<file path="config.mk">
export PLATFORM = sky130hd
export DESIGN_NAME = dcdft_mac
export DESIGN_NICKNAME = d
export VERILOG_FILES = /design/src/dcdft_pkg.sv /design/src/dcdft_mac.sv
export SDC_FILE = /design/constraint.sdc
export NUM_CORES = 2
export LEC_CHECK = 0
export BUFFER_PORTS_ARGS = -buffer_cell sky130_fd_sc_hd__buf_2
export CAP_MARGIN = 20
export CORE_ASPECT_RATIO = 1.25
export CORE_MARGIN = 8
export CORE_UTILIZATION = 66
export CTS_CLUSTER_SIZE = 16
export DETAILED_ROUTE_END_ITERATION = 8
export GPL_ROUTABILITY_DRIVEN = 0
export PLACE_DENSITY = 0.84
export SYNTH_ARGS = -nofsm -noshare
export SYNTH_HDL_FRONTEND = slang
export SYNTH_SLANG_ARGS = --single-unit
</file>
<file path="constraint.sdc">
create_clock -name i_clk -period 9.4 [get_ports i_clk]
set_input_delay 0.94 -clock i_clk [delete_from_list [all_inputs] [get_ports i_clk]]
set_output_delay 0.94 -clock i_clk [all_outputs]
set_load 0.05 [all_outputs]
</file>
<file path="src/dcdft_pkg.sv">
// ----------------------------------------------------------------------------
// dcdft_pkg
// Types and fixed constants shared by the direct complex DFT block.
// ----------------------------------------------------------------------------
package dcdft_pkg;

    localparam int SAMPLE_W    = 16;
    localparam int COEF_W      = 16;
    localparam int PROD_W      = 32;
    localparam int ACC_W       = 40;
    localparam int BIN_W       = 23;
    localparam int BIN_NUM_W   = 6;
    localparam int ROUND_SHIFT = 15;

    // Pi/2 in unsigned Q30.
    localparam longint unsigned PIH_Q30 = 64'd1686629713;

    typedef logic signed [SAMPLE_W-1:0] t_sample;
    typedef logic signed [COEF_W-1:0]   t_coef;
    typedef logic signed [PROD_W-1:0]   t_prod;
    typedef logic signed [ACC_W-1:0]    t_acc;

    typedef struct packed {
        t_sample re;
        t_sample im;
    } t_pair;

    typedef struct packed {
        logic valid;
        logic first;
        logic last;
    } t_mac_ctl;

    typedef enum logic {
        ST_LOAD,
        ST_CALC
    } t_state;

    // Clamp a Q30 value to [0, 1.0], round to Q15 and saturate +1.0.
    function automatic t_coef q30_to_q15(input longint v);
        longint          c;
        longint unsigned u;
        c = v;
        if (c < 0) begin
            c = 0;
        end
        if (c > (64'sd1 <<< 30)) begin
            c = 64'sd1 <<< 30;
        end
        u = (longint'(c) + (64'd1 << 14)) >> 15;
        if (u > 64'd32767) begin
            u = 64'd32767;
        end
        return t_coef'(u[COEF_W-1:0]);
    endfunction

endpackage

</file>
<file path="src/dcdft_mac.sv">
// ----------------------------------------------------------------------------
// dcdft_mac
// Shared complex multiply-accumulate unit: one sample times one twiddle
// per cycle while i_adv is high, products registered, then summed into bins.
// ----------------------------------------------------------------------------
module dcdft_mac (
    input  logic                i_clk,
    input  logic                i_rst_n,
    input  logic                i_adv,
    input  dcdft_pkg::t_mac_ctl i_ctl,
    input  dcdft_pkg::t_sample  i_x_real,
    input  dcdft_pkg::t_sample  i_x_imag,
    input  dcdft_pkg::t_coef    i_coef_cos,
    input  dcdft_pkg::t_coef    i_coef_sin,
    output dcdft_pkg::t_acc     o_acc_real,
    output dcdft_pkg::t_acc     o_acc_imag,
    output logic                o_done
);

    dcdft_pkg::t_mac_ctl r_b_ctl;
    dcdft_pkg::t_prod    r_p_xr_c;
    dcdft_pkg::t_prod    r_p_xi_s;
    dcdft_pkg::t_prod    r_p_xi_c;
    dcdft_pkg::t_prod    r_p_xr_s;
    dcdft_pkg::t_acc     r_acc_re;
    dcdft_pkg::t_acc     r_acc_im;
    logic                r_done;
    dcdft_pkg::t_acc     base_re;
    dcdft_pkg::t_acc     base_im;

    always_ff @(posedge i_clk) begin
        if (!i_rst_n) begin
            r_b_ctl <= '0;
            r_done  <= 1'b0;
        end else if (i_adv) begin
            r_b_ctl <= i_ctl;
            r_done  <= r_b_ctl.valid && r_b_ctl.last;
        end
    end

    always_ff @(posedge i_clk) begin
        if (i_adv) begin
            r_p_xr_c <= i_x_real * i_coef_cos;
            r_p_xi_s <= i_x_imag * i_coef_sin;
            r_p_xi_c <= i_x_imag * i_coef_cos;
            r_p_xr_s <= i_x_real * i_coef_sin;
        end
    end

    // The first term of a bin restarts the sums.
    always_comb begin
        base_re = r_b_ctl.first ? '0 : r_acc_re;
        base_im = r_b_ctl.first ? '0 : r_acc_im;
    end

    always_ff @(posedge i_clk) begin
        if (i_adv && r_b_ctl.valid) begin
            r_acc_re <= base_re + dcdft_pkg::ACC_W'(r_p_xr_c)
                                + dcdft_pkg::ACC_W'(r_p_xi_s);
            r_acc_im <= base_im + dcdft_pkg::ACC_W'(r_p_xi_c)
                                - dcdft_pkg::ACC_W'(r_p_xr_s);
        end
    end

    assign o_acc_real = r_acc_re;
    assign o_acc_imag = r_acc_im;
    assign o_done     = r_done;

endmodule

</file>
# == Word level (Yosys, flattened, before mapping) ==
# Cells that the tools add are included.
# totals
word_cells,22
inputBits,70
ff_bits,212
out_inout_bits,81
# classes
n_mux,2
n_addsub,4
reduce_logical,2
mul,4
# op_table
operator,n
16-bit by 16-bit multiplier with 32-bit output,4
40-bit by 32-bit adder with 40-bit output,3
40-bit two-way mux,2
40-bit by 32-bit subtractor with 40-bit output,1
1-bit logical AND,2

# == Longest topological paths before layout ==
# depth
word_depth,3
mapped_depth,24
mapped_depth_nobuf,22

# == Worst setup path after synthesis ==
# Ideal clock, no wire load.
# synth_timing
path_type,input -> register
from,in i_x_real[11]
to,reg r_p_xr_s[31] (data pin)
path_slack_ns,2.336
arrival_time_ns,6.809
path_stages,21
setup_time_ns,0.256
path_buffers,1
required_ns,9.144
cell_sequence,clkbuf_1 -> nand2_1 -> fa_1 -> fa_1 -> fa_1 -> inv_1 -> fa_1 -> fa_1 -> inv_1 -> fa_1 -> inv_1 -> ha_1 -> a21o_1 -> a21o_1 -> a221o_1 -> a21oi_1 -> nor2_1 -> a311o_1 -> a311o_1 -> a2111o_1 -> o211a_1
# synth_via
elab_chain_cells,1
# synth_lines
element,line_no,source
from (decl),dcdft_mac.sv:11,"input dcdft_pkg::t_sample i_x_real,"
16-bit by 16-bit multiplier with 32-bit output,dcdft_mac.sv:46,r_p_xr_s <= i_x_real * i_coef_sin;
to (signal assigned),dcdft_mac.sv:46,
to (decl),dcdft_mac.sv:24,dcdft_pkg::t_prod r_p_xr_s;
# No other way between the ends.
# A chain may end at the register's enable or synchronous reset.

# == Final worst setup path ==
# layout_timing
from,in i_x_real[7]
to,reg r_p_xr_s[31] (data pin)
# Same word-level chain as after synthesis.

==> flow_metrics.tcl <==
set metrics [dict create \
    post_cts_buffers 0 \
    nNetsFinal 7041 \
    clk-insertion-delay-late_ns 0.57 \
    critPathMaxFanout 32 \
    dieArea_um2 88600 \
    hold_ws_ns 0.505 \
    clock_sinks 212 \
    clkTransAtPathRegs_ns 0.06 \
    crit_family "adder cells" \
    netlist.area_leader.share_pct 43.1 \
    ys_ff_latch 212 \
    die_w_um 268 \
    ios 151 \
    final_cell_mix "inv_1 (1,303), fa_1 (1,127), nand2_1 (527)" \
    crit_arrival_ns 7.73 \
    grt_max_degree 72 \
    path_buf_inv 5 \
    drt_wl_total_mm 122 \
    finalSetupViolCount 0 \
    final_cell_area_um2 54500 \
    worst_pin_slew_ns 0.973 \
    holdBufCountCts 0 \
    drive_above_1_share_pct 4.20 \
    hp-class "reg2reg" \
    max_freq_mhz 135 \
    worstHoldPathCells 2 \
    r2r_cells 14 \
    cts_tree "built" \
    worstSetupEndpointType "flop" \
    cts-htree-levels 1 \
    port_buffers 150 \
    maxCapViolCount 0 \
    cp-start-kind "input port" \
    cp_cell_sequence "buf_2 > and2_1 > fa_1 > inv_1 > fa_1 > fa_1 > inv_1 > fa_1 > fa_1 > inv_1 > fa_1 > inv_1 > ha_1 > a21o_1 > a21o_1 > a221o_1 > a21oi_1 > nor2_1 > a311o_1 > a311o_1 > a2111o_1 > o211a_1" \
    status "completed" \
    core_area_um2 78600 \
    synth_nets 7058 \
    yosysTopAreaCell "fa_1" \
    track_usage_pct 28.7 \
    fin_setup_tns_ns 0 \
    async_flop_share_pct 0 \
    synth_area_per_cell_um2 9.60 \
    grt_pass1_vias 41500 \
    cts_max_path_buffers 3 \
    final_common_cell "inv_1" \
    synth_flop_cell "edfxtp_1" \
    synthCells 5453 \
    crit_cells 22 \
    drc 0 \
    ant_nets 0 \
    cpMaxStageDelayCell "buf_2" \
    areaGrowthSynthToFinish_pct 4.20 \
    start_util_pct 66.6 \
    hold_viol_final 0 \
    synth-edff-count 208 \
    clockRootBuffer "clkbuf_16" \
    rows 115 \
    yosys_warnings 0 \
    critPathMaxStageDelay_ns 0.64 \
    crit_top_cell "fa_1" \
    relSlewSlack_pct 35.1 \
    cts_inserted_buffers 24 \
    dr.pass1.iters 7 \
    drt-vias-per-instance 5.76 \
    place_area_um2 53800 \
    rsz0062_at_grt "false" \
    hpwl_mm 96.4 \
    netlist_area_um2 52300 \
    report.final.slew_viol_count 0 \
    grt_pass1_wl_mm 203 \
    skew_ns 0.00906 \
    overflow 0 \
    fin_util_pct 69.4 \
    drt_iter0_drc 3281 \
    wl_per_cell_um 18.7 \
    yosysUniqueCellTypes 68 \
    grt_antenna_before_repair 7 \
    cts.repair.resized 0 \
    dieHeight_um 331 \
    ys_seq_area_share_pct 12.1 \
    vias 37500 \
    final.min_clock_period_ns 7.41 \
    fin_crit_sh_pct 78.8 \
    setup.worst_path.class "in2reg" \
    required_ns 9.73 \
    synthTopCellsByArea "fa_1 (43%), edfxtp_1 (12%), ha_1 (9.8%), inv_1 (9.3%), and2_1 (6.0%)" \
]
per-layer routing:
| metal | GRT usage (%) | routed length, µm | vias to the layer above |
|---|---|---|---|
| li1 | - | - | 16500 |
| met1 | 35.8 | 44500 | 19000 |
| met2 | 48.0 | 59400 | 1715 |
| met3 | 4.64 | 10300 | 362 |
| met4 | 15.4 | 7460 | 2 |
| met5 | 0 | 13 | - |
worst reg2reg max path: stages, from the launching register on:
cell and delay (ns):
dfxtp_2 0.93, buf_4 0.50, nand2b_1 0.22, fa_1 0.42, inv_1 0.07, ha_1 0.29
a211o_1 0.33, a2111oi_2 0.44, o21ai_1 0.17, o31a_1 0.37, o221a_4 0.24, o31a_1 0.33
o41a_1 0.40, mux2_4 0.22, nand3_2 0.06
cell usage after synthesis (all sizes together), types with 37 or more instances:
cell type  count
a21o          71
a21oi        131
and2         502
clkbuf       213
edfxtp       208
fa          1127
ha           408
inv         1303
nand2        527
nand2b        72
nand3         37
nor2         158
nor2b         60
nor3          51
o21ai         76
xnor2        143
xor2          41
metrics by stage:
step,std cells,setup slack [ns]
6_report,6511,1.99
5_1_grt,6509,1.77
4_1_cts,6505,2.10
3_5_place_dp,6463,1.49
3_3_place_gp,6462,1.63
2_1_floorplan,5453,2.34
final timing paths:
check | to | slack [ns] | from
worst max-delay path | r_p_xr_s[31] | 1.99 | i_x_real[7]
worst min-delay path | o_done | 0.51 | r_b_ctl[0]
worst max register to register | o_acc_imag[36] | 4.20 | r_b_ctl[1]
worst min register to register | o_done | 0.51 | r_b_ctl[0]
sequential cells by signal, indices dropped and copies added (netlist names):
register,flops
o_acc_imag,40
o_acc_real,40
r_p_xi_c,32
r_p_xi_s,32
r_p_xr_c,32
r_p_xr_s,32
r_b_ctl,3
o_done,1
cells by family after synthesis:
group                      count (synthesis)  share of synthesized area (%)
AOI/OAI and AO/OA                        504                           6.52
xor gates and xnor gates                 184                           3.08
adders and majority gates               1535                           52.9
buffers and inverters                   1519                           10.9
DFF                                      212                           12.1
muxes                                      6                          0.124
and+or+nand+nor                         1493                           14.4
final cells by class:
class	count	area [µm²]
tap	1053	1320
fill	5818	24000
timing repair buffer	173	927
antenna	6	15.0
multi-input combinational	3722	40300
inverter	1303	4890
clock inverter	13	106
sequential	212	6330
clock buffer	29	641
Power is left out: the tool's default activity adds up to more than one toggle a clock period on the data nets, which glitch-free logic cannot reach.
